<file path="src/hdl/stun_binding_response_parser_defines.svh">
// Assertion macros used by the parse module.
`ifndef STUN_BINDING_RESPONSE_PARSER_DEFINES_SVH
`define STUN_BINDING_RESPONSE_PARSER_DEFINES_SVH

// The consequent must hold in the same cycle as the antecedent.
`define STUNBRP_ASSERT_SAME(name, clk, rst_n, ante, cons) \
    name: assert property (@(posedge clk) disable iff (!(rst_n)) (ante) |-> (cons)) \
        else $error("stunbrp: same-cycle check failed");

// The consequent must hold in the cycle after the antecedent.
`define STUNBRP_ASSERT_NEXT(name, clk, rst_n, ante, cons) \
    name: assert property (@(posedge clk) disable iff (!(rst_n)) (ante) |=> (cons)) \
        else $error("stunbrp: next-cycle check failed");

`endif

</file>
<file path="src/hdl/stunbrp_pkg.sv">
`default_nettype none

package stunbrp_pkg;

    localparam logic [16:0] HDR_LEN      = 17'd20;
    localparam logic [16:0] POS_MAX      = 17'h1FFFF;
    localparam logic [15:0] TYPE_SUCCESS = 16'h0101;
    localparam logic [15:0] ATTR_PLAIN   = 16'h0001;
    localparam logic [15:0] ATTR_XOR     = 16'h0020;

    typedef enum logic [1:0] {
        ST_RESOLVED    = 2'd0,
        ST_NOT_SUCCESS = 2'd1,
        ST_IGNORED     = 2'd2,
        ST_TRUNCATED   = 2'd3
    } t_status;

    typedef struct packed {
        logic [7:0] data_byte;
        logic       last_byte;
    } t_in_item;

    typedef struct packed {
        t_status     status;
        logic [7:0]  family;
        logic [15:0] mapped_port;
        logic [31:0] mapped_ip;
        logic        from_xor;
    } t_result;

    function automatic logic [7:0] cookie_byte(input logic [1:0] k);
        logic [7:0] v;
        unique case (k)
            2'd0: v = 8'h21;
            2'd1: v = 8'h12;
            2'd2: v = 8'hA4;
            2'd3: v = 8'h42;
            default: v = 8'h00;
        endcase
        return v;
    endfunction

endpackage

`default_nettype wire

</file>
<file path="src/hdl/stunbrp_ifs.sv">
`default_nettype none

interface stunbrp_in_if;
    logic       valid;
    logic       ready;
    logic [7:0] data_byte;
    logic       last_byte;

    modport source (output valid, output data_byte, output last_byte, input ready);
    modport sink (input valid, input data_byte, input last_byte, output ready);
endinterface

interface stunbrp_out_if;
    logic        valid;
    logic        ready;
    logic [1:0]  status;
    logic [7:0]  family;
    logic [15:0] mapped_port;
    logic [31:0] mapped_ip;
    logic        from_xor;

    modport source (
        output valid, output status, output family, output mapped_port,
        output mapped_ip, output from_xor, input ready
    );
    modport sink (
        input valid, input status, input family, input mapped_port,
        input mapped_ip, input from_xor, output ready
    );
endinterface

`default_nettype wire

</file>
<file path="src/hdl/stunbrp_in_stage.sv">
`default_nettype none

module stunbrp_in_stage (
    input  wire                    i_clk,
    input  wire                    i_rst_n,
    stunbrp_in_if.sink             i_in,
    input  wire                    i_advance,
    output logic                   o_valid,
    output stunbrp_pkg::t_in_item  o_item
);

    logic                  r_valid;
    logic                  n_valid;
    stunbrp_pkg::t_in_item r_item;
    logic                  accept;

    assign i_in.ready = !r_valid || i_advance;
    assign accept     = i_in.valid && i_in.ready;

    always_comb begin
        n_valid = r_valid;
        if (accept) begin
            n_valid = 1'b1;
        end else if (i_advance) begin
            n_valid = 1'b0;
        end
    end

    always_ff @(posedge i_clk) begin
        if (!i_rst_n) begin
            r_valid <= 1'b0;
        end else begin
            r_valid <= n_valid;
        end
        if (accept) begin
            r_item.data_byte <= i_in.data_byte;
            r_item.last_byte <= i_in.last_byte;
        end
    end

    assign o_valid = r_valid;
    assign o_item  = r_item;

endmodule

`default_nettype wire

</file>
<file path="src/hdl/stunbrp_parse.sv">
`default_nettype none

`include "stun_binding_response_parser_defines.svh"

module stunbrp_parse (
    input  wire                         i_clk,
    input  wire                         i_rst_n,
    input  wire                         i_advance,
    input  wire stunbrp_pkg::t_in_item  i_item,
    output stunbrp_pkg::t_result        o_result
);

    logic        r_resolved,    n_resolved;
    logic [16:0] r_pos,         n_pos;
    logic [15:0] r_msg_len,     n_msg_len;
    logic        r_type_failed, n_type_failed;
    logic [15:0] r_attr_type,   n_attr_type;
    logic [15:0] r_attr_len,    n_attr_len;
    logic [15:0] r_attr_start,  n_attr_start;
    logic [7:0]  r_cap_family,  n_cap_family;
    logic [15:0] r_cap_port,    n_cap_port;
    logic [31:0] r_cap_ip,      n_cap_ip;
    logic        r_cap_xor,     n_cap_xor;

    logic [7:0]  b;
    logic [16:0] rel_full;
    logic [15:0] rel;
    logic [15:0] off;
    logic        in_msg;
    logic        attr_hit;
    logic        is_xor;
    logic        known_type;
    logic [16:0] padded;
    logic [15:0] msg_type;
    stunbrp_pkg::t_status status;

    assign b          = i_item.data_byte;
    assign rel_full   = r_pos - stunbrp_pkg::HDR_LEN;
    assign rel        = rel_full[15:0];
    assign in_msg     = (r_pos >= stunbrp_pkg::HDR_LEN) && (rel_full < {1'b0, r_msg_len});
    assign attr_hit   = !r_resolved && !r_type_failed && in_msg && (rel >= r_attr_start);
    assign off        = rel - r_attr_start;
    assign is_xor     = (r_attr_type == stunbrp_pkg::ATTR_XOR);
    assign known_type = (r_attr_type == stunbrp_pkg::ATTR_PLAIN) || is_xor;
    assign msg_type   = r_attr_type | {8'h00, b};

    always_comb begin
        n_resolved    = r_resolved;
        n_pos         = r_pos;
        n_msg_len     = r_msg_len;
        n_type_failed = r_type_failed;
        n_attr_type   = r_attr_type;
        n_attr_len    = r_attr_len;
        n_attr_start  = r_attr_start;
        n_cap_family  = r_cap_family;
        n_cap_port    = r_cap_port;
        n_cap_ip      = r_cap_ip;
        n_cap_xor     = r_cap_xor;
        padded        = 17'd0;
        status        = stunbrp_pkg::ST_RESOLVED;

        if (!r_resolved) begin
            if (r_pos == 17'd0) begin
                n_attr_type = {b, 8'h00};
            end else if (r_pos == 17'd1) begin
                n_type_failed = (msg_type != stunbrp_pkg::TYPE_SUCCESS);
                n_attr_type   = 16'h0000;
            end else if (r_pos == 17'd2) begin
                n_msg_len = {b, 8'h00};
            end else if (r_pos == 17'd3) begin
                n_msg_len = r_msg_len | {8'h00, b};
            end else if (attr_hit) begin
                if (off == 16'd0) begin
                    n_attr_type = {b, 8'h00};
                end else if (off == 16'd1) begin
                    n_attr_type = r_attr_type | {8'h00, b};
                end else if (off == 16'd2) begin
                    n_attr_len = {b, 8'h00};
                end else if (off == 16'd3) begin
                    n_attr_len = r_attr_len | {8'h00, b};
                end else if (((off - 16'd4) < r_attr_len) && known_type) begin
                    if ((off >= 16'd5) && (off <= 16'd11)) begin
                        n_cap_xor = is_xor;
                    end
                    unique case (off)
                        16'd5: n_cap_family = b;
                        16'd6: n_cap_port[15:8] = b ^ (is_xor ? stunbrp_pkg::cookie_byte(2'd0) : 8'h00);
                        16'd7: n_cap_port[7:0]  = b ^ (is_xor ? stunbrp_pkg::cookie_byte(2'd1) : 8'h00);
                        16'd8: n_cap_ip[31:24]  = b ^ (is_xor ? stunbrp_pkg::cookie_byte(2'd0) : 8'h00);
                        16'd9: n_cap_ip[23:16]  = b ^ (is_xor ? stunbrp_pkg::cookie_byte(2'd1) : 8'h00);
                        16'd10: n_cap_ip[15:8]  = b ^ (is_xor ? stunbrp_pkg::cookie_byte(2'd2) : 8'h00);
                        16'd11: n_cap_ip[7:0]   = b ^ (is_xor ? stunbrp_pkg::cookie_byte(2'd3) : 8'h00);
                        default: ;
                    endcase
                end
                if (off >= 16'd3) begin
                    padded = ({1'b0, n_attr_len} + 17'd3) & ~17'd3;
                    if ({2'b00, off} == ({1'b0, padded} + 18'd3)) begin
                        n_attr_start = rel + 16'd1;
                    end
                end
            end
        end

        priority if (r_resolved) begin
            status = stunbrp_pkg::ST_IGNORED;
        end else if (n_type_failed) begin
            status = stunbrp_pkg::ST_NOT_SUCCESS;
        end else if (({1'b0, r_pos} + 18'd1) <
                     ({1'b0, stunbrp_pkg::HDR_LEN} + {2'b00, n_msg_len})) begin
            status = stunbrp_pkg::ST_TRUNCATED;
        end else begin
            status = stunbrp_pkg::ST_RESOLVED;
        end

        if (i_item.last_byte) begin
            if (status == stunbrp_pkg::ST_RESOLVED) begin
                n_resolved = 1'b1;
            end
            n_pos         = 17'd0;
            n_msg_len     = 16'd0;
            n_type_failed = 1'b0;
            n_attr_type   = 16'd0;
            n_attr_len    = 16'd0;
            n_attr_start  = 16'd0;
        end else begin
            n_pos = (r_pos < stunbrp_pkg::POS_MAX) ? r_pos + 17'd1 : stunbrp_pkg::POS_MAX;
        end
    end

    always_ff @(posedge i_clk) begin
        if (!i_rst_n) begin
            r_resolved    <= 1'b0;
            r_pos         <= 17'd0;
            r_msg_len     <= 16'd0;
            r_type_failed <= 1'b0;
            r_attr_type   <= 16'd0;
            r_attr_len    <= 16'd0;
            r_attr_start  <= 16'd0;
            r_cap_family  <= 8'd0;
            r_cap_port    <= 16'd0;
            r_cap_ip      <= 32'd0;
            r_cap_xor     <= 1'b0;
        end else if (i_advance) begin
            r_resolved    <= n_resolved;
            r_pos         <= n_pos;
            r_msg_len     <= n_msg_len;
            r_type_failed <= n_type_failed;
            r_attr_type   <= n_attr_type;
            r_attr_len    <= n_attr_len;
            r_attr_start  <= n_attr_start;
            r_cap_family  <= n_cap_family;
            r_cap_port    <= n_cap_port;
            r_cap_ip      <= n_cap_ip;
            r_cap_xor     <= n_cap_xor;
        end
    end

    always_comb begin
        o_result.status      = status;
        o_result.family      = n_cap_family;
        o_result.mapped_port = n_cap_port;
        o_result.mapped_ip   = n_cap_ip;
        o_result.from_xor    = n_cap_xor;
    end

    `STUNBRP_ASSERT_NEXT(a_resolved_sticky, i_clk, i_rst_n, r_resolved, r_resolved)
    `STUNBRP_ASSERT_NEXT(a_last_clears_pos, i_clk, i_rst_n,
        i_advance && i_item.last_byte, (r_pos == 17'd0) && !r_type_failed)
    `STUNBRP_ASSERT_SAME(a_fail_after_type, i_clk, i_rst_n, r_type_failed, r_pos >= 17'd2)
    `STUNBRP_ASSERT_NEXT(a_resolve_sets_flag, i_clk, i_rst_n,
        i_advance && i_item.last_byte && (status == stunbrp_pkg::ST_RESOLVED), r_resolved)

endmodule

`default_nettype wire

</file>
<file path="src/hdl/stunbrp_out_stage.sv">
`default_nettype none

module stunbrp_out_stage (
    input  wire                        i_clk,
    input  wire                        i_rst_n,
    input  wire                        i_load,
    input  wire stunbrp_pkg::t_result  i_result,
    output logic                       o_free,
    stunbrp_out_if.source              o_out
);

    logic                 r_valid;
    logic                 n_valid;
    stunbrp_pkg::t_result r_result;

    assign o_free = !r_valid || o_out.ready;

    always_comb begin
        n_valid = r_valid;
        if (i_load) begin
            n_valid = 1'b1;
        end else if (o_out.ready) begin
            n_valid = 1'b0;
        end
    end

    always_ff @(posedge i_clk) begin
        if (!i_rst_n) begin
            r_valid <= 1'b0;
        end else begin
            r_valid <= n_valid;
        end
        if (i_load) begin
            r_result <= i_result;
        end
    end

    assign o_out.valid       = r_valid;
    assign o_out.status      = r_result.status;
    assign o_out.family      = r_result.family;
    assign o_out.mapped_port = r_result.mapped_port;
    assign o_out.mapped_ip   = r_result.mapped_ip;
    assign o_out.from_xor    = r_result.from_xor;

endmodule

`default_nettype wire

</file>
<file path="src/hdl/stun_binding_response_parser.sv">
// Channel | Direction | Payload                                              | Transaction
// i_in    | in        | data_byte[7:0], last_byte                             | valid && ready
// o_out   | out       | status[1:0], family[7:0], mapped_port[15:0],
//         |           | mapped_ip[31:0], from_xor                             | valid && ready
//
// One byte is taken per cycle while no last byte waits on a stalled result; the result for a
// last byte becomes valid when the parse step loads it from the input register into the result register.
// The per-byte parse step between those registers sets the rate of one byte per cycle when not stalled.
// Reset is synchronous and active low and clears all parser state and the valid flags of both stages.
// A stalled result holds only bytes marked last; other bytes keep flowing behind it.
`default_nettype none

module stun_binding_response_parser (
    input  wire            i_clk,
    input  wire            i_rst_n,
    stunbrp_in_if.sink     i_in,
    stunbrp_out_if.source  o_out
);

    logic                  in_valid;
    stunbrp_pkg::t_in_item in_item;
    logic                  out_free;
    logic                  advance;
    stunbrp_pkg::t_result  result;

    assign advance = in_valid && (!in_item.last_byte || out_free);

    stunbrp_in_stage u_in_stage (
        .i_clk     (i_clk),
        .i_rst_n   (i_rst_n),
        .i_in      (i_in),
        .i_advance (advance),
        .o_valid   (in_valid),
        .o_item    (in_item)
    );

    stunbrp_parse u_parse (
        .i_clk     (i_clk),
        .i_rst_n   (i_rst_n),
        .i_advance (advance),
        .i_item    (in_item),
        .o_result  (result)
    );

    stunbrp_out_stage u_out_stage (
        .i_clk    (i_clk),
        .i_rst_n  (i_rst_n),
        .i_load   (advance && in_item.last_byte),
        .i_result (result),
        .o_free   (out_free),
        .o_out    (o_out)
    );

endmodule

`default_nettype wire

</file>
<file path="src/flat_wrapper.sv">
// flat-port wrapper written by rule: the top's interface ports become plain ports
module stun_binding_response_parser_flat 
  (i_clk, i_rst_n, i_in_valid, i_in_data_byte, i_in_last_byte, i_in_ready, o_out_valid, o_out_status, o_out_family, o_out_mapped_port, o_out_mapped_ip, o_out_from_xor, o_out_ready);
  stunbrp_in_if i_in_i ();
  stunbrp_out_if o_out_i ();
  input  wire i_clk;
  input  wire i_rst_n;
  input wire logic [$bits(i_in_i.valid)-1:0] i_in_valid;
  input wire logic [$bits(i_in_i.data_byte)-1:0] i_in_data_byte;
  input wire logic [$bits(i_in_i.last_byte)-1:0] i_in_last_byte;
  output wire logic [$bits(i_in_i.ready)-1:0] i_in_ready;
  output wire logic [$bits(o_out_i.valid)-1:0] o_out_valid;
  output wire logic [$bits(o_out_i.status)-1:0] o_out_status;
  output wire logic [$bits(o_out_i.family)-1:0] o_out_family;
  output wire logic [$bits(o_out_i.mapped_port)-1:0] o_out_mapped_port;
  output wire logic [$bits(o_out_i.mapped_ip)-1:0] o_out_mapped_ip;
  output wire logic [$bits(o_out_i.from_xor)-1:0] o_out_from_xor;
  input wire logic [$bits(o_out_i.ready)-1:0] o_out_ready;
  assign i_in_i.valid = i_in_valid;
  assign i_in_i.data_byte = i_in_data_byte;
  assign i_in_i.last_byte = i_in_last_byte;
  assign i_in_ready = i_in_i.ready;
  assign o_out_valid = o_out_i.valid;
  assign o_out_status = o_out_i.status;
  assign o_out_family = o_out_i.family;
  assign o_out_mapped_port = o_out_i.mapped_port;
  assign o_out_mapped_ip = o_out_i.mapped_ip;
  assign o_out_from_xor = o_out_i.from_xor;
  assign o_out_i.ready = o_out_ready;
  stun_binding_response_parser u_core (.i_clk(i_clk), .i_rst_n(i_rst_n), .i_in(i_in_i), .o_out(o_out_i));
endmodule
</file>
<file path="config.mk">
export PLATFORM = sky130hd
export DESIGN_NAME = stun_binding_response_parser_flat
export DESIGN_NICKNAME = d
export VERILOG_FILES = /design/src/hdl/stunbrp_pkg.sv /design/src/hdl/stunbrp_ifs.sv /design/src/hdl/stunbrp_in_stage.sv /design/src/hdl/stunbrp_parse.sv /design/src/hdl/stunbrp_out_stage.sv /design/src/hdl/stun_binding_response_parser.sv /design/src/flat_wrapper.sv
export VERILOG_INCLUDE_DIRS = /design/src /design/src/hdl
export SDC_FILE = /design/constraint.sdc
export NUM_CORES = 1
export LEC_CHECK = 0
export ABC_AREA = 1
export BUFFER_PORTS_ARGS = -buffer_cell sky130_fd_sc_hd__buf_2
export CAP_MARGIN = 20
export CORE_UTILIZATION = 50
export CTS_CLUSTER_DIAMETER = 200
export CTS_CLUSTER_SIZE = 28
export DETAILED_ROUTE_END_ITERATION = 16
export PLACE_DENSITY_LB_ADDON = 0.2
export SYNTH_ARGS = -nofsm -noshare
export SYNTH_HDL_FRONTEND = slang
export SYNTH_SLANG_ARGS = --single-unit
</file>
<file path="constraint.sdc">
create_clock -name i_clk -period 5.5 [get_ports i_clk]
set_input_delay 0.55 -clock i_clk [delete_from_list [all_inputs] [get_ports i_clk]]
set_output_delay 0.55 -clock i_clk [all_outputs]
set_load 0.05 [all_outputs]
</file>
# Yosys cells after proc, flatten, opt, wreduce, memory -nomap -nowiden
# Cells that the tools add are included.
# W data, S select, Z words.
[totals]
ff_bits = 210
latch_bits = 0
ramBits = 0
mem_bits_ro = 0
in_bits = 13
output_inout_bits = 61
memories = 0
[op_classes]
add_sub_neg = 9
mul = 0
n_div = 0
order_cmp = 9
n_eq_ne = 24
n_shift = 0
muxes = 110
bitwise = 7
reduce_logical = 32
[op_table]
columns = ["cell", "count"]
rows = [
  ["$mux W16", 52],
  ["$mux W32", 11],
  ["$mux W8", 19],
  ["$eq A16 B4 Y1 const B", 4],
  ["$eq A16 B3 Y1 const B", 3],
  ["$or A16 B8 Y16", 3],
  ["$eq A17 B2 Y1 const B", 2],
  ["$mux W17", 2],
  ["$eq A16 B1 Y1 const B", 2],
  ["$eq A16 B2 Y1 const B", 2],
  ["$mux W1", 20],
  ["$add A17 B1 Y18 const B", 1],
  ["$add A17 B2 Y18 const B", 1],
  ["$eq A16 B18 Y1", 1],
  ["$lt A18 B17 Y1", 1],
  ["$add A16 B2 Y17 const B", 1],
  ["$add A17 B1 Y17 const B", 1],
  ["$add A5 B16 Y17 const A", 1],
  ["$eq A17 B1 Y1 const B", 1],
  ["$ge A17 B5 Y1 const B", 1],
  ["$logic_not A17 Y1", 1],
  ["$lt A17 B16 Y1", 1],
  ["$lt A17 B17 Y1 const B", 1],
  ["$sub A17 B5 Y17 const B", 1],
  ["32 further kinds", 58],
]

# Longest topological paths before layout
[depth]
ltp_word = 25
depth_mapped = 41

# Modules after synthesis
# From an unflattened synthesis, not the netlist that was laid out.
[unflattened]
cells_unflattened = 2037
hier_area_um2 = 14024.7
[by_module_without_submodules]
columns = ["module", "n_inst", "cells_each", "area_per_inst_um2", "seq_area_each_um2"]
rows = [
  ["stunbrp_parse", 1, 1951, 11860.1, 2802.7],
  ["stunbrp_out_stage", 1, 65, 1818.0, 1791.7],
  ["stunbrp_in_stage", 1, 16, 321.6, 290.3],
  ["stun_binding_response_parser", 1, 5, 25.0, 0.0],
]

# Worst setup path before layout
# No wires, ideal clock.
[synth_timing]
kind = "register -> register"
start = "reg u_core.u_parse.r_pos[2]"
end = "reg u_core.u_out_stage.r_result (netlist bit u_core.u_out_stage.o_out.mapped_port[6]) (data pin)"
t_arrival_ns = 4.722
required_ns = 5.241
path_slack_ns = 0.519
stages_incl_launch_ff = 32
n_path_buf = 1
synth_period_minus_slack_ns = 4.981
cell_sequence = "dfxtp_1 inv_1 a21oi_1 nor2_1 inv_1 nor3_1 inv_1 nor2_1 nand2_1 xor2_1 inv_1 ha_1 nand2_1 nor2_1 nand3_1 nand3_1 nand2_1 nand2_1 inv_1 nor3_1 nand3_1 xor2_1 ha_1 nand2_1 nor2_1 a211oi_1 nand4_1 nor2_1 nand4_1 clkbuf_1 o21ai_0 inv_1"
[synth_lines]
columns = ["element", "line", "source"]
rows = [
  ["start, declared", "stunbrp_parse.sv:14", "logic [16:0] r_pos, n_pos;"],
  ["start signal, assigned", "stunbrp_parse.sv:146", "r_pos <= n_pos;"],
  ["end signal, assigned", "stunbrp_out_stage.sv:34", "r_result <= i_result;"],
  ["end, declared", "stunbrp_out_stage.sv:14", "stunbrp_pkg::t_result r_result;"],
]

# Worst setup path in the final report
[layout_timing]
start = "reg u_core.u_parse.r_pos[4]"
end = "reg u_core.u_parse.r_attr_start[1]"
[layout_via]
elab_chain_len = 18
[layout_lines]
columns = ["element", "line", "source"]
rows = [
  ["$sub A17 B5 Y17", "stunbrp_parse.sv:38", "assign rel_full = r_pos - stunbrp_pkg::HDR_LEN;"],
  ["$sub A16 B16 Y16", "stunbrp_parse.sv:42", "assign off = rel - r_attr_start;"],
  ["$eq A16 B2 Y1", "stunbrp_parse.sv:79", "end else if (off == 16'd3) begin"],
  ["$mux W16", "stunbrp_parse.sv:79", ""],
  ["$mux W16", "stunbrp_parse.sv:77", "end else if (off == 16'd2) begin"],
  ["$mux W16", "stunbrp_parse.sv:75", "end else if (off == 16'd1) begin"],
  ["$mux W16", "stunbrp_parse.sv:73", "if (off == 16'd0) begin"],
  ["$mux W16", "stunbrp_parse.sv:72", "end else if (attr_hit) begin"],
  ["[2 not listed]", "--", ""],
  ["$mux W16", "stunbrp_parse.sv:65", "end else if (r_pos == 17'd1) begin"],
  ["$mux W16", "stunbrp_parse.sv:63", "if (r_pos == 17'd0) begin"],
  ["$mux W16", "stunbrp_parse.sv:62", "if (!r_resolved) begin"],
  ["$add A16 B2 Y17", "stunbrp_parse.sv:97", "padded = ({1'b0, n_attr_len} + 17'd3) & ~17'd3;"],
  ["$add A17 B2 Y18", "stunbrp_parse.sv:98", "if ({2'b00, off} == ({1'b0, padded} + 18'd3)) begin"],
  ["$eq A16 B18 Y1", "stunbrp_parse.sv:98", ""],
  ["$reduce_bool A2 Y1 (no line)", "--", ""],
  ["$reduce_and A9 Y1 (no line) *", "--", ""],
  ["end signal, assigned", "stunbrp_parse.sv:151", "r_attr_start <= n_attr_start;"],
  ["end, declared", "stunbrp_parse.sv:19", "logic [15:0] r_attr_start, n_attr_start;"],
]
# Every way passes the cells marked *; elsewhere a longest branch is shown, timed or not. The select of a mux whose other input is x is not followed.
# A chain may end at the register's enable or synchronous reset.

==> results.json <==
{
  "status": "completed",
  "clk_latency_ns": 0.49,
  "worstHoldStart": "i_in_last_byte",
  "antenna_found_initial": 2,
  "synth_top_area_share": 0.209,
  "worst_pin_slew_ns": 1.11,
  "firstDrtPassIters": 7,
  "die_y_um": 167,
  "hold_violations": 0,
  "dp.cells": 2337,
  "worstPathArrival_ns": 5.55,
  "power_frac_clock": 0.300,
  "ant_nets": 0,
  "clockBufferDepth": 3,
  "power_density_nw_per_um2": 195,
  "fin_nets": 2125,
  "slew_violations": 0,
  "p_int_mw": 2.16,
  "synth-seq-cells": 210,
  "drt-initial-drc-count": 999,
  "synth.cell_area_um2": 13600,
  "power_mw": 2.99,
  "crit_family": "simple AND/OR/NAND/NOR gates",
  "p_comb_frac": 0.135,
  "grt_start_max_net_pins": 97,
  "grt_pass1_vias": 11600,
  "irDropWorstVdd_mv": 0.166,
  "seqPwrFrac": 0.565,
  "slowest_stage": "dfxtp_4",
  "io_pins": 74,
  "cp-end-kind": "register",
  "r2r_slack_ns": 0.30,
  "path_max_fanout": 14,
  "initial_core_util": 0.508,
  "critPathMaxStageDelay_ns": 0.39,
  "worst-path-buf-inv": 7,
  "finalSetupViolations": 0,
  "port_buffers": 73,
  "cp_common_cell": "nand2_1",
  "dp_hpwl_mm": 27.7,
  "cts_tree": "done",
  "grt_pass1_wl_mm": 59.3,
  "slew_headroom": 0.261,
  "fin_crit_ns": 5.20,
  "p_sw_frac": 0.278,
  "die_w_um": 167,
  "r2r-end": "u_core.u_parse.r_attr_start[1]",
  "synthArstFlopShare": 0,
  "synth_warnings": 0,
  "drt-wirelength-per-cell_um": 16.1,
  "seq_area_frac_synth": 0.359,
  "routed_wl_mm": 38.3,
  "leakagePower_nw": 7.00,
  "synth_edf_count": 68,
  "ys_top_cells_by_count": "nand2_1, inv_1, nor2_1",
  "critPathLaunchType": "register",
  "syn_avg_cell_area_um2": 6.99,
  "cts_made_buffers": 11,
  "cts_sinks": 210,
  "ys_types": 53,
  "syn_inst": 1948,
  "synth_top_area_cell": "dfxtp_1",
  "synthFlopType": "dfxtp_1",
  "fin_cells": 2382,
  "grt_overflow_total": 0,
  "r2r_start": "u_core.u_parse.r_pos[4]",
  "rows": 60,
  "path_class": "register to register",
  "r2r_cells": 40,
  "place.gp.congestion": 0.936,
  "route.detailed.drc": 0,
  "vias_per_cell": 5.33,
  "synth.most_common_cell": "nand2_1",
  "num_vias": 12700,
  "fin_skew_ns": 0.0358,
  "clk_pin_slew_ns": 0.13,
  "max_cap_violations": 0,
  "min_to": "u_core.u_in_stage.o_item[0]",
  "cts_hold_buf": 0,
  "synth_area_leaders": "dfxtp_1, edfxtp_1, nand2_1",
  "cts-root-buf": "clkbuf_16",
  "hold_class": "input pin to register",
  "htree_levels": 1,
  "worstPathRequired_ns": 5.85,
  "setup_tns_ns": 0,
  "power_switching_mw": 0.832,
  "dieArea_um2": 27900,
  "fin_crit_sh": 0.946,
  "area_growth_pct": 12.8,
  "hold_depth": 1,
  "max_freq_ghz": 0.192,
  "core_um2": 26800,
  "grt_use_total": 0.266,
  "drive_gt1_frac": 0.143,
  "syn_nets": 2038
}
## worst register-to-register path, delay by kind of cell (launching register included)
kind                       cells  cell delay, ns
and+or+nand+nor               28            3.15
buffers and inverters          7            0.78
DFF                            1            0.39
AOI/OAI and AO/OA              3            0.28
adders and majority gates      1            0.27
xor gates and xnor gates       1            0.19
## layout by cell type, fill, tap and decap left out, types with 4 or more instances in the layout
cell type	n
a31oi_1	7
ha_4	8
nor3_1	18
o21ai_0	144
nand2_2	30
a21oi_1	155
nor4_1	8
xor2_2	5
nor2_1	150
inv_1	330
dfxtp_1	138
nand2_1	399
o31ai_1	4
buf_2	74
nand3b_1	8
edfxtp_1	68
clkbuf_16	11
nand4_1	49
nand2_4	8
nand3_2	9
a21oi_2	5
clkbuf_1	5
nand3_1	100
a211oi_1	11
buf_4	68
xnor2_1	7
ha_1	67
o21ai_1	8
xor2_1	49
inv_2	11
clkinv_1	6
nor3_4	4
nor2_2	20
nor2_4	9
## final cells by class
cell class | instances | area, µm²
Antenna cell | 2 | 5.00
Clock buffer | 16 | 294
Clock inverter | 1 | 16.3
Fill cell | 2579 | 11500
Inverter | 349 | 1320
Multi-Input combinational cell | 1319 | 7490
Sequential cell | 210 | 4890
Tap cell | 341 | 427
Timing Repair Buffer | 144 | 912
## cells by family after synthesis
logic type,synth area share
muxes,0.00156
buffers and inverters,0.121
xor gates and xnor gates,0.0393
and+or+nand+nor,0.274
AOI/OAI and AO/OA,0.135
DFF,0.359
adders and majority gates,0.0713
## through the flow
stage	cell area, µm²	hold WS [ns]	utilization	worst slack [ns]
5_1_grt	15300	0.242	0.573	-0.105
2_1_floorplan	13600	0.430	-	0.519
3_3_place_gp	14400	0.449	0.538	-0.0594
3_5_place_dp	14400	0.455	0.538	-0.121
4_1_cts	14800	0.244	0.551	0.0177
6_report	15300	0.253	0.573	0.295
## metal layers
layer / vias up / share of wire / track usage
met4: 0 / 0.038 / 0.0990
met5: - / 0 / 0
met1: 5840 / 0.44 / 0.338
met3: 81 / 0.052 / 0.0356
met2: 330 / 0.47 / 0.459
li1: 6439 / - / -
## sequential cells by signal, summed over array words and instances (netlist names)
signal	flops
u_core.u_parse.r_cap_family	8
u_core.u_out_stage.o_out.valid	1
u_core.u_out_stage.o_out.from_xor	1
u_core.u_out_stage.o_out.family	8
u_core.u_in_stage.o_item	9
u_core.u_parse.r_cap_ip	32
u_core.u_parse.r_cap_xor	1
u_core.u_out_stage.o_out.status	2
u_core.u_parse.r_type_failed	1
u_core.u_out_stage.o_out.mapped_port	16
u_core.u_out_stage.o_out.mapped_ip	32
u_core.u_parse.r_attr_start	16
u_core.u_parse.r_pos	17
u_core.u_parse.r_cap_port	16
u_core.u_in_stage.o_valid	1
u_core.u_parse.r_attr_type	16
u_core.u_parse.r_resolved	1
u_core.u_parse.r_msg_len	16
u_core.u_parse.r_attr_len	16
## worst max-delay path by stage
stage / startpoint / to / slack (ns) / cells after the start
floorplan: u_core.u_parse.r_pos[2] / u_core.u_out_stage.o_out.mapped_port[6] / 0.52 / 31
global placement: u_core.u_parse.r_pos[3] / u_core.u_parse.r_attr_start[2] / -0.06 / 39
detailed placement: u_core.u_parse.r_pos[3] / u_core.u_parse.r_attr_start[1] / -0.12 / 39
CTS: u_core.u_parse.r_pos[3] / u_core.u_parse.r_attr_start[1] / 0.02 / 35
global route: u_core.u_parse.r_pos[3] / u_core.u_parse.r_cap_port[1] / -0.11 / 34
finish: u_core.u_parse.r_pos[4] / u_core.u_parse.r_attr_start[1] / 0.30 / 40
## power groups by stage
stage | logic (mW) | clock network (mW) | registers, mW
after CTS | 0.387 | 0.923 | 1.69
after floorplan | 0.228 | 0 | 1.77
final | 0.404 | 0.899 | 1.69
after detailed placement | 0.385 | 0 | 1.72
after global placement | 0.378 | 0 | 1.72
after global routing | 0.445 | 0.974 | 1.69
## timing repair
action,in CTS,in global routing
cloned,0,3
setup buffers,0,23
gates resized for setup,8,95
pin swaps,0,37
setup endpoints to repair,46,153
Note: power is estimated with default switching activity, not from simulation.
